==> config.mk <==
export PLATFORM = sky130hd
export DESIGN_NAME = bms_reply_frame_parser_top
export DESIGN_NICKNAME = d
export VERILOG_FILES = /design/src/sv/bmsrp_pkg.sv /design/src/sv/bmsrp_ctrl.sv /design/src/sv/bmsrp_datapath.sv /design/src/sv/bms_reply_frame_parser_top.sv
export SDC_FILE = /design/constraint.sdc
export NUM_CORES = 1
export LEC_CHECK = 0
export BUFFER_PORTS_ARGS = -buffer_cell sky130_fd_sc_hd__buf_2
export CORE_AREA = 2 2 249 251
export CTS_CLUSTER_SIZE = 25
export DETAILED_ROUTE_END_ITERATION = 10
export DIE_AREA = 0 0 251 253
export SYNTH_ARGS = -nofsm -noshare
export SYNTH_HDL_FRONTEND = slang
export SYNTH_HIERARCHICAL = 1
export SYNTH_SLANG_ARGS = --single-unit
==> constraint.sdc <==
create_clock -name i_clk -period 5.3 [get_ports i_clk]
set_input_delay 1.06 -clock i_clk [delete_from_list [all_inputs] [get_ports i_clk]]
set_output_delay 1.06 -clock i_clk [all_outputs]
set_load 0.005 [all_outputs]
==> src/sv/bmsrp_pkg.sv <==
// Shared types and constants for the battery-monitor reply frame parser.
// Depends on nothing; every other file of the block imports it.
`timescale 1ns / 1ps
`default_nettype none

package bmsrp_pkg;

    // Storage and field sizing.
    localparam int INFO_DEPTH  = 64;
    localparam int INFO_AW     = $clog2(INFO_DEPTH);
    localparam int MAX_SENSORS = 8;
    localparam int SENS_W      = $clog2(MAX_SENSORS + 1);
    localparam int FID_W       = 5;

    // Frame layout.
    localparam logic [7:0] START_BYTE  = 8'hDD;
    localparam logic [7:0] END_BYTE    = 8'h77;
    localparam int         WORD_FIELDS = 9;
    localparam int         BYTE_FIELDS = 4;
    localparam int         FIXED_INFO  = 23;
    localparam int         COUNT_FID   = WORD_FIELDS + BYTE_FIELDS;
    localparam int         LAST_FID    = COUNT_FID + MAX_SENSORS;

    // Configuration register map.
    localparam int         ADDR_W          = 3;
    localparam logic [0:0] REG_EXPECTED_CMD = 1'b0;
    localparam logic [7:0] EXPECTED_CMD_RST = 8'h03;

    // Position within the reply frame.
    typedef enum logic [2:0] {
        PH_HUNT,
        PH_CMD,
        PH_STATUS,
        PH_LEN,
        PH_INFO,
        PH_CHK_HI,
        PH_CHK_LO,
        PH_END
    } t_phase;

    // Result status codes.
    typedef enum logic [2:0] {
        FS_OK      = 3'd0,
        FS_BAD_CMD = 3'd1,
        FS_BAD_END = 3'd2,
        FS_BAD_SUM = 3'd3,
        FS_BAD_LEN = 3'd4
    } t_frame_status;

    // Controller states.
    typedef enum logic [2:0] {
        CS_IDLE,
        CS_NREAD,
        CS_CHECK,
        CS_RD_HI,
        CS_RD_LO,
        CS_LOAD
    } t_ctrl_state;

    // Commands from the controller to the datapath.
    typedef struct packed {
        logic accept;
        logic rd_n;
        logic start_run;
        logic load_err;
        logic rd_byte;
        logic cap_hi;
        logic load_field;
        logic next_field;
    } t_dp_cmd;

    // Status from the datapath to the controller.
    typedef struct packed {
        logic end_pos;
        logic frame_bad;
        logic out_busy;
        logic word_field;
        logic last_field;
    } t_dp_sts;

endpackage

`default_nettype wire

==> src/sv/bmsrp_ctrl.sv <==
// Controller state machine of the reply frame parser: byte acceptance and
// sequencing of the result run. Depends on bmsrp_pkg.
`timescale 1ns / 1ps
`default_nettype none

module bmsrp_ctrl
    import bmsrp_pkg::*;
(
    input  wire logic    i_clk,
    input  wire logic    i_rst_n,
    input  wire logic    i_valid,
    output logic         o_ready,
    input  wire t_dp_sts i_sts,
    output t_dp_cmd      o_cmd
);

    t_ctrl_state r_state;
    t_ctrl_state n_state;

    // State register.
    always_ff @(posedge i_clk) begin
        if (!i_rst_n) begin
            r_state <= CS_IDLE;
        end else begin
            r_state <= n_state;
        end
    end

    // Next-state logic.
    always_comb begin
        n_state = r_state;
        case (r_state)
            CS_IDLE: begin
                if (i_valid && i_sts.end_pos) begin
                    n_state = CS_NREAD;
                end
            end
            CS_NREAD: begin
                n_state = CS_CHECK;
            end
            CS_CHECK: begin
                if (!i_sts.frame_bad) begin
                    n_state = CS_RD_HI;
                end else if (!i_sts.out_busy) begin
                    n_state = CS_IDLE;
                end
            end
            CS_RD_HI: begin
                n_state = i_sts.word_field ? CS_RD_LO : CS_LOAD;
            end
            CS_RD_LO: begin
                n_state = CS_LOAD;
            end
            CS_LOAD: begin
                if (!i_sts.out_busy) begin
                    n_state = i_sts.last_field ? CS_IDLE : CS_RD_HI;
                end
            end
            default: begin
                n_state = CS_IDLE;
            end
        endcase
    end

    // Output logic.
    always_comb begin
        o_cmd   = '0;
        o_ready = 1'b0;
        case (r_state)
            CS_IDLE: begin
                o_ready      = 1'b1;
                o_cmd.accept = i_valid;
            end
            CS_NREAD: begin
                o_cmd.rd_n = 1'b1;
            end
            CS_CHECK: begin
                o_cmd.start_run = !i_sts.frame_bad;
                o_cmd.load_err  = i_sts.frame_bad && !i_sts.out_busy;
            end
            CS_RD_HI: begin
                o_cmd.rd_byte = 1'b1;
            end
            CS_RD_LO: begin
                o_cmd.rd_byte = 1'b1;
                o_cmd.cap_hi  = 1'b1;
            end
            CS_LOAD: begin
                o_cmd.load_field = !i_sts.out_busy;
                o_cmd.next_field = !i_sts.out_busy && !i_sts.last_field;
            end
            default: begin
                o_cmd = '0;
            end
        endcase
    end

endmodule

`default_nettype wire

==> src/sv/bmsrp_datapath.sv <==
// Datapath of the reply frame parser: framing registers, checksum, info byte
// memory, configuration register and output register. Depends on bmsrp_pkg.
`timescale 1ns / 1ps
`default_nettype none

module bmsrp_datapath
    import bmsrp_pkg::*;
(
    input  wire logic              i_clk,
    input  wire logic              i_rst_n,
    input  wire t_dp_cmd           i_cmd,
    output t_dp_sts                o_sts,
    input  wire logic [7:0]        i_rx_byte,
    input  wire logic              i_after_idle,
    input  wire logic              i_ready,
    output logic                   o_valid,
    output logic [FID_W-1:0]       o_field_id,
    output logic [15:0]            o_value,
    output logic [2:0]             o_status,
    output logic                   o_last,
    input  wire logic              psel,
    input  wire logic              penable,
    input  wire logic              pwrite,
    input  wire logic [ADDR_W-1:0] paddr,
    input  wire logic [31:0]       pwdata,
    output logic [31:0]            prdata
);

    // Framing state.
    t_phase      r_phase, n_phase, phase_eff;
    logic [7:0]  r_count, n_count;
    logic [7:0]  r_len, n_len;
    logic [15:0] r_sum, n_sum;
    logic        r_cmd_ok, n_cmd_ok;
    logic [7:0]  r_chk_hi, n_chk_hi;
    logic [7:0]  r_chk_lo, n_chk_lo;
    logic        r_end_ok, n_end_ok;
    logic [7:0]  r_exp_cmd;

    // Run state and memory.
    logic [7:0]         r_info_mem [INFO_DEPTH];
    logic [7:0]         r_rdata;
    logic [7:0]         r_hi;
    logic [SENS_W-1:0]  r_n;
    logic [INFO_AW-1:0] r_ptr;
    logic [FID_W-1:0]   r_fid;
    logic               mem_wr;
    logic               mem_rd;
    logic [INFO_AW-1:0] rd_addr;

    // Output register.
    logic               r_out_valid;
    logic [FID_W-1:0]   r_out_fid;
    logic [15:0]        r_out_value;
    t_frame_status      r_out_status;
    logic               r_out_last;

    t_frame_status      frame_err;
    logic [15:0]        exp_sum;
    logic [9:0]         min_len;

    // An idle break abandons the partial frame before the byte is parsed.
    assign phase_eff = i_after_idle ? PH_HUNT : r_phase;

    // Frame parsing on each accepted byte.
    always_comb begin
        n_phase  = r_phase;
        n_count  = r_count;
        n_len    = r_len;
        n_sum    = r_sum;
        n_cmd_ok = r_cmd_ok;
        n_chk_hi = r_chk_hi;
        n_chk_lo = r_chk_lo;
        n_end_ok = r_end_ok;
        if (i_cmd.accept) begin
            n_phase = phase_eff;
            case (phase_eff)
                PH_HUNT: begin
                    if (i_rx_byte == START_BYTE) begin
                        n_phase  = PH_CMD;
                        n_count  = '0;
                        n_len    = '0;
                        n_sum    = '0;
                        n_cmd_ok = 1'b0;
                    end
                end
                PH_CMD: begin
                    n_cmd_ok = (i_rx_byte == r_exp_cmd);
                    n_phase  = PH_STATUS;
                end
                PH_STATUS: begin
                    n_sum   = r_sum + {8'd0, i_rx_byte};
                    n_phase = PH_LEN;
                end
                PH_LEN: begin
                    n_sum   = r_sum + {8'd0, i_rx_byte};
                    n_len   = i_rx_byte;
                    n_count = '0;
                    n_phase = (i_rx_byte == 8'd0) ? PH_CHK_HI : PH_INFO;
                end
                PH_INFO: begin
                    n_sum   = r_sum + {8'd0, i_rx_byte};
                    n_count = r_count + 8'd1;
                    if (({1'b0, r_count} + 9'd1) >= {1'b0, r_len}) begin
                        n_phase = PH_CHK_HI;
                    end
                end
                PH_CHK_HI: begin
                    n_chk_hi = i_rx_byte;
                    n_phase  = PH_CHK_LO;
                end
                PH_CHK_LO: begin
                    n_chk_lo = i_rx_byte;
                    n_phase  = PH_END;
                end
                default: begin
                    n_end_ok = (i_rx_byte == END_BYTE);
                    n_phase  = PH_HUNT;
                end
            endcase
        end
    end

    // Framing and configuration registers.
    always_ff @(posedge i_clk) begin
        if (!i_rst_n) begin
            r_phase   <= PH_HUNT;
            r_count   <= '0;
            r_len     <= '0;
            r_sum     <= '0;
            r_cmd_ok  <= 1'b0;
            r_chk_hi  <= '0;
            r_chk_lo  <= '0;
            r_end_ok  <= 1'b0;
            r_exp_cmd <= EXPECTED_CMD_RST;
        end else begin
            r_phase  <= n_phase;
            r_count  <= n_count;
            r_len    <= n_len;
            r_sum    <= n_sum;
            r_cmd_ok <= n_cmd_ok;
            r_chk_hi <= n_chk_hi;
            r_chk_lo <= n_chk_lo;
            r_end_ok <= n_end_ok;
            if (psel && penable && pwrite && paddr[2] == REG_EXPECTED_CMD) begin
                r_exp_cmd <= pwdata[7:0];
            end
        end
    end

    // Register read-back.
    assign prdata = (paddr[2] == REG_EXPECTED_CMD) ? {24'd0, r_exp_cmd} : 32'd0;

    // Info byte memory: bytes past the storage depth are summed but dropped.
    assign mem_wr  = i_cmd.accept && (phase_eff == PH_INFO)
                     && ({1'b0, r_count} < 9'(INFO_DEPTH));
    assign mem_rd  = i_cmd.rd_n || i_cmd.rd_byte;
    assign rd_addr = i_cmd.rd_n ? INFO_AW'(FIXED_INFO - 1) : r_ptr;

    always_ff @(posedge i_clk) begin
        if (mem_wr) begin
            r_info_mem[r_count[INFO_AW-1:0]] <= i_rx_byte;
        end
        if (mem_rd) begin
            r_rdata <= r_info_mem[rd_addr];
        end
    end

    // Frame check: the read data holds the sensor count while checking.
    assign exp_sum = ~r_sum + 16'd1;
    assign min_len = 10'(FIXED_INFO) + {1'b0, r_rdata, 1'b0};

    always_comb begin
        if (!r_cmd_ok) begin
            frame_err = FS_BAD_CMD;
        end else if (!r_end_ok) begin
            frame_err = FS_BAD_END;
        end else if (exp_sum != {r_chk_hi, r_chk_lo}) begin
            frame_err = FS_BAD_SUM;
        end else if (({1'b0, r_len} > 9'(INFO_DEPTH)) || (r_len < 8'(FIXED_INFO))
                     || (r_rdata > 8'(MAX_SENSORS)) || ({2'd0, r_len} < min_len)) begin
            frame_err = FS_BAD_LEN;
        end else begin
            frame_err = FS_OK;
        end
    end

    // Result run: read pointer, field index and captured high byte.
    always_ff @(posedge i_clk) begin
        if (i_cmd.start_run) begin
            r_n   <= r_rdata[SENS_W-1:0];
            r_ptr <= '0;
            r_fid <= '0;
        end else begin
            if (i_cmd.rd_byte) begin
                r_ptr <= r_ptr + INFO_AW'(1);
            end
            if (i_cmd.next_field) begin
                r_fid <= r_fid + FID_W'(1);
            end
        end
        if (i_cmd.cap_hi) begin
            r_hi <= r_rdata;
        end
    end

    // Output register.
    always_ff @(posedge i_clk) begin
        if (!i_rst_n) begin
            r_out_valid <= 1'b0;
        end else if (i_cmd.load_err || i_cmd.load_field) begin
            r_out_valid <= 1'b1;
        end else if (i_ready) begin
            r_out_valid <= 1'b0;
        end
    end

    always_ff @(posedge i_clk) begin
        if (i_cmd.load_err) begin
            r_out_fid    <= '0;
            r_out_value  <= '0;
            r_out_status <= frame_err;
            r_out_last   <= 1'b1;
        end else if (i_cmd.load_field) begin
            r_out_fid    <= r_fid;
            r_out_value  <= o_sts.word_field ? {r_hi, r_rdata} : {8'd0, r_rdata};
            r_out_status <= FS_OK;
            r_out_last   <= o_sts.last_field;
        end
    end

    // Status to the controller.
    always_comb begin
        o_sts.end_pos    = (phase_eff == PH_END);
        o_sts.frame_bad  = (frame_err != FS_OK);
        o_sts.out_busy   = r_out_valid && !i_ready;
        o_sts.word_field = (r_fid < FID_W'(WORD_FIELDS)) || (r_fid > FID_W'(COUNT_FID));
        o_sts.last_field = (r_fid == (FID_W'(COUNT_FID) + FID_W'(r_n)));
    end

    assign o_valid    = r_out_valid;
    assign o_field_id = r_out_fid;
    assign o_value    = r_out_value;
    assign o_status   = r_out_status;
    assign o_last     = r_out_last;

    // A result is never loaded over one that is still waiting.
    a_no_overwrite: assert property (@(posedge i_clk) disable iff (!i_rst_n)
        (i_cmd.load_field || i_cmd.load_err) |-> !(r_out_valid && !i_ready))
        else $error("result loaded while output register busy");

    // An error result always closes its run.
    a_err_last: assert property (@(posedge i_clk) disable iff (!i_rst_n)
        (o_valid && o_status != FS_OK) |-> (o_last && o_field_id == '0))
        else $error("error result is not a single final result");

    // Good results never run past the last sensor field.
    a_fid_range: assert property (@(posedge i_clk) disable iff (!i_rst_n)
        (o_valid && o_status == FS_OK) |-> (o_field_id <= FID_W'(LAST_FID)))
        else $error("field id beyond last sensor");

endmodule

`default_nettype wire

==> src/sv/bms_reply_frame_parser_top.sv <==
// Battery-monitor reply frame parser. After the end byte, the run reads the
// sensor count and checks the frame, then for each word field reads the high
// and low byte, for each byte field one byte, and loads the field as a result;
// a bad frame gives a single error result. The run waits on a stalled output.
// No byte is accepted during a run. Reset is synchronous, active low, and
// returns the parser to hunting for a start byte with command code 3.
`timescale 1ns / 1ps
`default_nettype none

module bms_reply_frame_parser_top
    import bmsrp_pkg::*;
(
    input  wire logic              i_clk,
    input  wire logic              i_rst_n,
    input  wire logic              i_valid,
    output logic                   o_ready,
    input  wire logic [7:0]        i_rx_byte,
    input  wire logic              i_after_idle,
    output logic                   o_valid,
    input  wire logic              i_ready,
    output logic [FID_W-1:0]       o_field_id,
    output logic [15:0]            o_value,
    output logic [2:0]             o_status,
    output logic                   o_last,
    input  wire logic              psel,
    input  wire logic              penable,
    input  wire logic              pwrite,
    input  wire logic [ADDR_W-1:0] paddr,
    input  wire logic [31:0]       pwdata,
    output logic [31:0]            prdata,
    output logic                   pready
);

    t_dp_cmd cmd;
    t_dp_sts sts;

    // The register port never inserts wait states.
    assign pready = 1'b1;

    // Controller.
    bmsrp_ctrl u_ctrl (
        .i_clk   (i_clk),
        .i_rst_n (i_rst_n),
        .i_valid (i_valid),
        .o_ready (o_ready),
        .i_sts   (sts),
        .o_cmd   (cmd)
    );

    // Datapath.
    bmsrp_datapath u_datapath (
        .i_clk        (i_clk),
        .i_rst_n      (i_rst_n),
        .i_cmd        (cmd),
        .o_sts        (sts),
        .i_rx_byte    (i_rx_byte),
        .i_after_idle (i_after_idle),
        .i_ready      (i_ready),
        .o_valid      (o_valid),
        .o_field_id   (o_field_id),
        .o_value      (o_value),
        .o_status     (o_status),
        .o_last       (o_last),
        .psel         (psel),
        .penable      (penable),
        .pwrite       (pwrite),
        .paddr        (paddr),
        .pwdata       (pwdata),
        .prdata       (prdata)
    );

endmodule

`default_nettype wire
==> flow_summary_export.csv, run 1 <==
group,metric,value,unit
route,dr.pass1.iters,6,
clock_tree,cts_tree,"yes",
floorplan,core-area,61000,um2
logic_synthesis,yosysSeqAreaShare,66.3,%
clock_tree,cts-resized-gates,0,
logic_synthesis,ys_ff_latch,633,
power_and_ir_drop,peakVddDrop,0.157,mV
floorplan,initial_core_util,44.5,%
timing,fin_setup_tns,0,ns
setup_path,r2r_start,"u_datapath/r_sum[1]$_SDFFE_PN0P_",
timing,layout_setup_ws,1.36,ns
floorplan,rows,91,
setup_path,startpoint,"u_datapath/r_sum[1]$_SDFFE_PN0P_",
route,num_vias,16400,
clock_tree,cts_made_buffers,68,
timing,slew_headroom,29.7,%
layout,final_nets,2053,
min_path,hp-class,"reg2reg",
layout,final_cell_mix,"535 x edfxtp_1, 145 x nand2_1, 140 x nor2_1",
timing,rsz0062_at_grt,"no",
logic_synthesis,netlist.area_leader.share,59.1,%
logic_synthesis,synth_area_leaders,"edfxtp_1 59%, dfxtp_1 7.2%, mux4_2 6.6%",
timing,drv_slew,0,
setup_path,rrSetupSlack,1.36,ns
route,routed_wl,67100,um
setup_path,endpoint_kind,"register",
layout,area_delta_synth_final,12.2,%
logic_synthesis,postSynthCellCount,1895,
clock_tree,clock_latency,0.61,ns
setup_path,worstPathRequired,5.79,ns
logic_synthesis,syn-cell-area,27200,um2
placed_design,portBuffers,59,
timing,final.min_clock_period,3.94,ns
global_routing,antenna_found_initial,6,
logic_synthesis,async_reset_ff_share,0,%
route,vias_per_cell,5.83,
setup_path,endpoint,"u_datapath/o_valid$_SDFFE_PN0P_",
layout,layout-drive-gt1-share,17.1,%
timing,setup_viol,0,
setup_path,crit_slowest_cell,"nor4b_2",
route,route.detailed.drc,0,
timing,period_share,74.3,%
power_and_ir_drop,p_leak,9.88,nW
timing,timing.fmax,254,MHz
route,final_antenna_net_count,0,
global_routing,grt_max_degree,121,
layout,diodes,0,
global_routing,track_usage,21.1,%
placed_design,hpwlAfterDp,42700,um
clock_tree,clockBufferDepth,3,
logic_synthesis,synth_cell_type_count,82,
placed_design,preCtsSetupSlack,0.949,ns
global_routing,overflow,0,
power_and_ir_drop,total_power,0.0106,W
layout,n_fill_cell,5121,
setup_path,worstSetupStartpointType,"register",
layout,mostFrequentLayoutCell,"edfxtp_1",
global_routing,grt_pass1_wl,99200,um
placed_design,gp_congestion,0.870,
logic_synthesis,syn_area_per_cell,14.3,um2
global_routing,grt_pass1_vias,15800,
power_and_ir_drop,power_density,347,nW/um2
setup_path,crit_chain,"inv_1 -> ha_1 -> nor4b_2 -> nand4_1 -> mux2i_1 -> a2111oi_2 -> o211ai_1 -> nor3_2 -> nand3_1 -> nand2_1 -> nor2_1 -> nor2_1 -> inv_1 -> o21a_1",
route,wl_per_cell,23.9,um
setup_path,critPathKind,"reg2reg",
timing,skew,0.0225,ns
setup_path,crit_fanout,9,
floorplan,ios,111,
floorplan,die_y,253,um
logic_synthesis,synth_largest_area_cell,"edfxtp_1",
setup_path,cp_slowest_stage_delay,0.52,ns
clock_tree,post_cts_buffers,0,
clock_tree,cts.sinks,633,
run,maxCapViolCount,0,
setup_path,cp.arrival,4.43,ns
clock_tree,ctsHtreeMaxLevel,3,
floorplan,die_w,251,um
route,first_iter_violations,1731,
setup_path,r2r_end,"u_datapath/o_valid$_SDFFE_PN0P_",
floorplan,dieArea,63500,um2
logic_synthesis,ys.flop_type,"edfxtp_1",
clock_tree,hold_buffers,0,
clock_tree,ctsRootBufferMaster,"clkbuf_16",
timing,tightest_slew,1.05,ns
run_status,outcome,"finished, final reports clean",
logic_synthesis,yosys_warnings,6,
timing,final_hold_viol_count,0,
clock_tree,clkSlewWorstSetupHoldPaths,0.06,ns
logic_synthesis,synth_edf_count,535,
setup_path,worstRegToRegCells,14,
cells by family (layout without fill, tap and decap cells):
group                    after synthesis  in the layout  share of synthesized area (%)
other                                  2             25                         0.0276
AO/OA/AOI/OAI                        374            374                           9.44
AND/OR/NAND/NOR                      480            480                           8.67
multiplexers                         142            142                           9.04
adder cells (fa/ha/maj)               36             36                           1.69
XOR/XNOR                              56             56                           1.86
flip-flops                           633            633                           66.3
buffers and inverters                172            273                           2.94
cell usage after synthesis, types with 13 or more instances:
| master | count |
|---|---|
| mux2i_1 | 35 |
| xor2_1 | 26 |
| nand2_1 | 145 |
| o21ai_0 | 98 |
| and2_1 | 14 |
| xnor2_1 | 29 |
| dfxtp_1 | 98 |
| nor3_1 | 23 |
| o221ai_1 | 18 |
| buf_1 | 13 |
| edfxtp_1 | 535 |
| mux2_2 | 27 |
| a221oi_1 | 25 |
| a21oi_1 | 35 |
| nor2_1 | 142 |
| a211oi_1 | 28 |
| ha_1 | 35 |
| nand3_1 | 30 |
| mux4_2 | 80 |
| clkbuf_1 | 72 |
| inv_1 | 34 |
| buf_4 | 30 |
| buf_2 | 21 |
| nor2b_1 | 44 |
| o22ai_1 | 39 |
| a21boi_0 | 27 |
| nand2b_1 | 13 |
through the flow:
step	area (um2)	util (%)	hold WS, ns	instances
floorplan	27300	-	0.436	1918
finish	30500	49.9	0.455	2809
detailed placement	28400	46.5	0.443	2686
global placement	28400	46.5	0.444	2686
CTS	30500	49.9	0.457	2809
global route	30500	49.9	0.470	2809
final cells by class:
type                            instances  area, um2  share of cell area [%]
Inverter                               34        128                   0.419
Clock buffer                           84       1800                    5.92
Sequential cell                       633      18000                    59.2
Clock inverter                         39        272                   0.891
Tap cell                              790        988                    3.24
Timing Repair Buffer                  116        773                    2.54
Multi-Input combinational cell       1113       8480                    27.8
power by group:
part	leakage, nW	switching (W)	internal [W]
clock	1.01	0.00190	0.00252
sequential	5.60	0.0000220	0.00540
combinational	3.27	0.000445	0.000270
state kept, by name, indices dropped and copies added, names as in the netlist, 6 cells and up:
signal,cells
u_datapath/r_len,8
u_datapath/r_ptr,6
u_datapath/r_sum,16
u_datapath/o_value,16
u_datapath/r_exp_cmd,8
u_datapath/r_chk_lo,8
u_datapath/r_chk_hi,8
u_datapath/r_hi,8
u_datapath/r_rdata,8
u_datapath/r_info_mem,512
u_datapath/r_count,8
metal layers:
metal,vias to the layer above,GRT usage (%),routed length (um),part of all wire (%)
li1,7417,-,-,-
met1,8200,29.4,29100,43
met2,651,33.3,31400,47
met3,102,4.20,4860,7.2
met4,0,6.87,1710,2.5
met5,-,0,0,0
critical path: cells and delay by family, from the launching register on:
kind	cells	cell delay, ns
AO/OA/AOI/OAI	3	0.84
flip-flops	1	0.34
AND/OR/NAND/NOR	7	1.82
adder cells (fa/ha/maj)	1	0.28
buffers and inverters	2	0.32
multiplexers	1	0.22
worst min path at each step:
stage	from	to	slack, ns	depth (start not counted)
floorplan	u_datapath/r_hi[2]$_DFFE_PP_	u_datapath/o_value[10]$_SDFFE_PP0P_	0.44	1
global placement	u_datapath/r_hi[3]$_DFFE_PP_	u_datapath/o_value[11]$_SDFFE_PP0P_	0.44	1
detailed placement	u_datapath/r_hi[7]$_DFFE_PP_	u_datapath/o_value[15]$_SDFFE_PP0P_	0.44	1
CTS	u_datapath/r_hi[7]$_DFFE_PP_	u_datapath/o_value[15]$_SDFFE_PP0P_	0.46	1
global route	u_datapath/r_hi[3]$_DFFE_PP_	u_datapath/o_value[11]$_SDFFE_PP0P_	0.47	1
finish	u_datapath/r_hi[3]$_DFFE_PP_	u_datapath/o_value[11]$_SDFFE_PP0P_	0.46	1
Power figures use the tool's default switching activity.
==> run 2: changes to the inputs <==
==> constraint.sdc (replaced) <==
create_clock -name i_clk -period 3.4 [get_ports i_clk]
set_input_delay 0.68 -clock i_clk [delete_from_list [all_inputs] [get_ports i_clk]]
set_output_delay 0.68 -clock i_clk [all_outputs]
set_load 0.005 [all_outputs]
==> flow_summary_export.csv, run 2 (synthesized netlist as in run 1, its figures left out) <==
group,metric,value,unit
power_and_ir_drop,p_leak,10.6,nW
timing,final_hold_viol_count,0,
global_routing,track_usage,21.4,%
power_and_ir_drop,pwr-share-clk,44.2,%
layout,area_delta_synth_final,16.3,%
global_routing,grt-busiest-layer,"met2",
clock_tree,clockBufferDepth,3,
timing,period_share,98.9,%
global_routing,grt_pass1_wl,101000,um
power_and_ir_drop,total_power,0.0173,W
setup_path,cp_slowest_stage_delay,0.88,ns
route,routed_wl,68400,um
layout,mostFrequentLayoutCell,"edfxtp_1",
global_routing,overflow,0,
layout,n_fill_cell,5005,
placed_design,placed_cell_area,29200,um2
route,first_iter_violations,1640,
setup_path,crit_fanout,39,
power_and_ir_drop,peakVddDrop,0.352,mV
global_routing,grt_max_degree,98,
global_routing,met3_usage,4.34,%
layout,largest_reg_flops,512,
timing,tightest_slew,1.17,ns
floorplan,core-area,61000,um2
timing,timing.fmax,297,MHz
min_path,hp-class,"in2reg",
timing,skew,0.0178,ns
route,final_antenna_net_count,0,
power_and_ir_drop,power_density,546,nW/um2
global_routing,antenna_found_initial,4,
setup_path,worstSetupStartpointType,"register",
setup_path,critPathKind,"reg2reg",
clock_tree,ctsRootBufferMaster,"clkbuf_16",
timing,final.min_clock_period,3.36,ns
layout,final_nets,2158,
placed_design,gp_congestion,0.895,
layout,finalInstanceArea,31600,um2
floorplan,die_w,251,um
setup_path,cp.arrival,3.76,ns
setup_path,crit_chain,"inv_1 -> nor3_2 -> buf_12 -> nor2_4 -> buf_4 -> a311oi_1 -> nor3_1 -> nand3_1 -> o21ai_0",
clock_tree,hold_buffers,0,
clock_tree,cts.sinks,633,
floorplan,initial_core_util,44.5,%
run,maxCapViolCount,0,
timing,setup_viol,0,
route,wl_per_cell,23.5,um
clock_tree,ctsHtreeMaxLevel,3,
placed_design,hpwlAfterDp,44500,um
run_status,outcome,"finished, final reports clean",
setup_path,endpoint_kind,"register",
power_and_ir_drop,combPwrFrac,7.0,%
route,num_vias,16700,
timing,rsz0062_at_grt,"yes",
clock_tree,clkSlewWorstSetupHoldPaths,0.06,ns
power_and_ir_drop,power_switching,0.00376,W
global_routing,grtUsageMet1,29.5,%
timing,drv_slew,0,
setup_path,crit_slowest_cell,"nor2_4",
placed_design,portBuffers,59,
timing,slew_headroom,21.6,%
global_routing,grtUsageMet2,33.8,%
floorplan,dieArea,63500,um2
route,dr.pass1.iters,5,
route,vias_per_cell,5.75,
global_routing,grt_pass1_vias,16200,
clock_tree,cts_tree,"yes",
floorplan,die_y,253,um
power_and_ir_drop,p_sw_share,21.8,%
floorplan,rows,91,
layout,final_cell_mix,"535 x edfxtp_1, 155 x buf_4, 145 x nand2_1",
timing,fin_setup_tns,0,ns
clock_tree,cts_made_buffers,68,
setup_path,worstPathRequired,3.79,ns
route,route.detailed.drc,0,
floorplan,ios,111,
power_and_ir_drop,internal_power,0.0135,W
clock_tree,clock_latency,0.61,ns
layout,layout-drive-gt1-share,22.0,%
power_and_ir_drop,pwr-share-seq,48.9,%
[run 2: power groups by stage]
stage / registers (W) / clock network [W] / logic, W
5_1_grt: 0.00843 / 0.00808 / 0.00127
3_5_place_dp: 0.00860 / 0 / 0.00120
4_1_cts: 0.00844 / 0.00780 / 0.00120
2_1_floorplan: 0.00859 / 0 / 0.000718
6_report: 0.00844 / 0.00763 / 0.00120
3_3_place_gp: 0.00860 / 0 / 0.00119
[run 2: final timing paths]
| path | startpoint | to | cells after the start | slack (ns) |
|---|---|---|---|---|
| worst max-delay path | u_ctrl/r_state[0]$_SDFFE_PN0P_ | u_datapath/r_rdata[3]$_DFFE_PP_ | 9 | 0.04 |
| worst max register to register | u_ctrl/r_state[0]$_SDFFE_PN0P_ | u_datapath/r_rdata[3]$_DFFE_PP_ | 9 | 0.04 |
| worst min-delay path | pwdata[1] | u_datapath/r_exp_cmd[1]$_SDFFE_PN1P_ | 3 | 0.29 |
| worst min register to register | u_datapath/r_hi[7]$_DFFE_PP_ | u_datapath/o_value[15]$_SDFFE_PP0P_ | 1 | 0.46 |
[run 2: through the flow]
step	cells	utilization [%]	worst slack (ns)	hold slack [ns]
global placement	2788	47.8	0.118	0.445
floorplan	1918	-	0.141	0.436
finish	2913	51.8	0.0361	0.293
detailed placement	2788	47.8	0.109	0.447
CTS	2909	51.7	0.0984	0.267
global route	2912	51.8	-0.0693	0.293
[run 2: metal layers]
layer  share of wire (%)  up-vias  wire [um]
met5               0.020        -         14
met4                 3.2        2       2180
met3                 7.6      114       5170
met2                  47      615      32000
met1                  42     8359      29100
li1                    -     7646          -
[run 2: timing repair]
action,in CTS,in global routing
buffers inserted,0,3
setup endpoints to repair,0,33
resized for setup,0,11
hold endpoints to repair,0,0
[run 2: layout make-up]
cell class	count	area (um2)	share of cell area (%)
Timing Repair Buffer	221	1600	5.06
Clock buffer	85	1880	5.95
Antenna cell	1	2.50	0.00792
Clock inverter	36	448	1.42
Inverter	34	128	0.404
Sequential cell	633	18000	57.1
Tap cell	790	988	3.13
Multi-Input combinational cell	1113	8520	27.0
[run 2: critical path, delay by kind of cell (launching register included)]
family                 cells  cell delay (ns)
flip-flops                 1             0.31
AND/OR/NAND/NOR            4             1.73
AO/OA/AOI/OAI              2             0.44
buffers and inverters      3             0.65
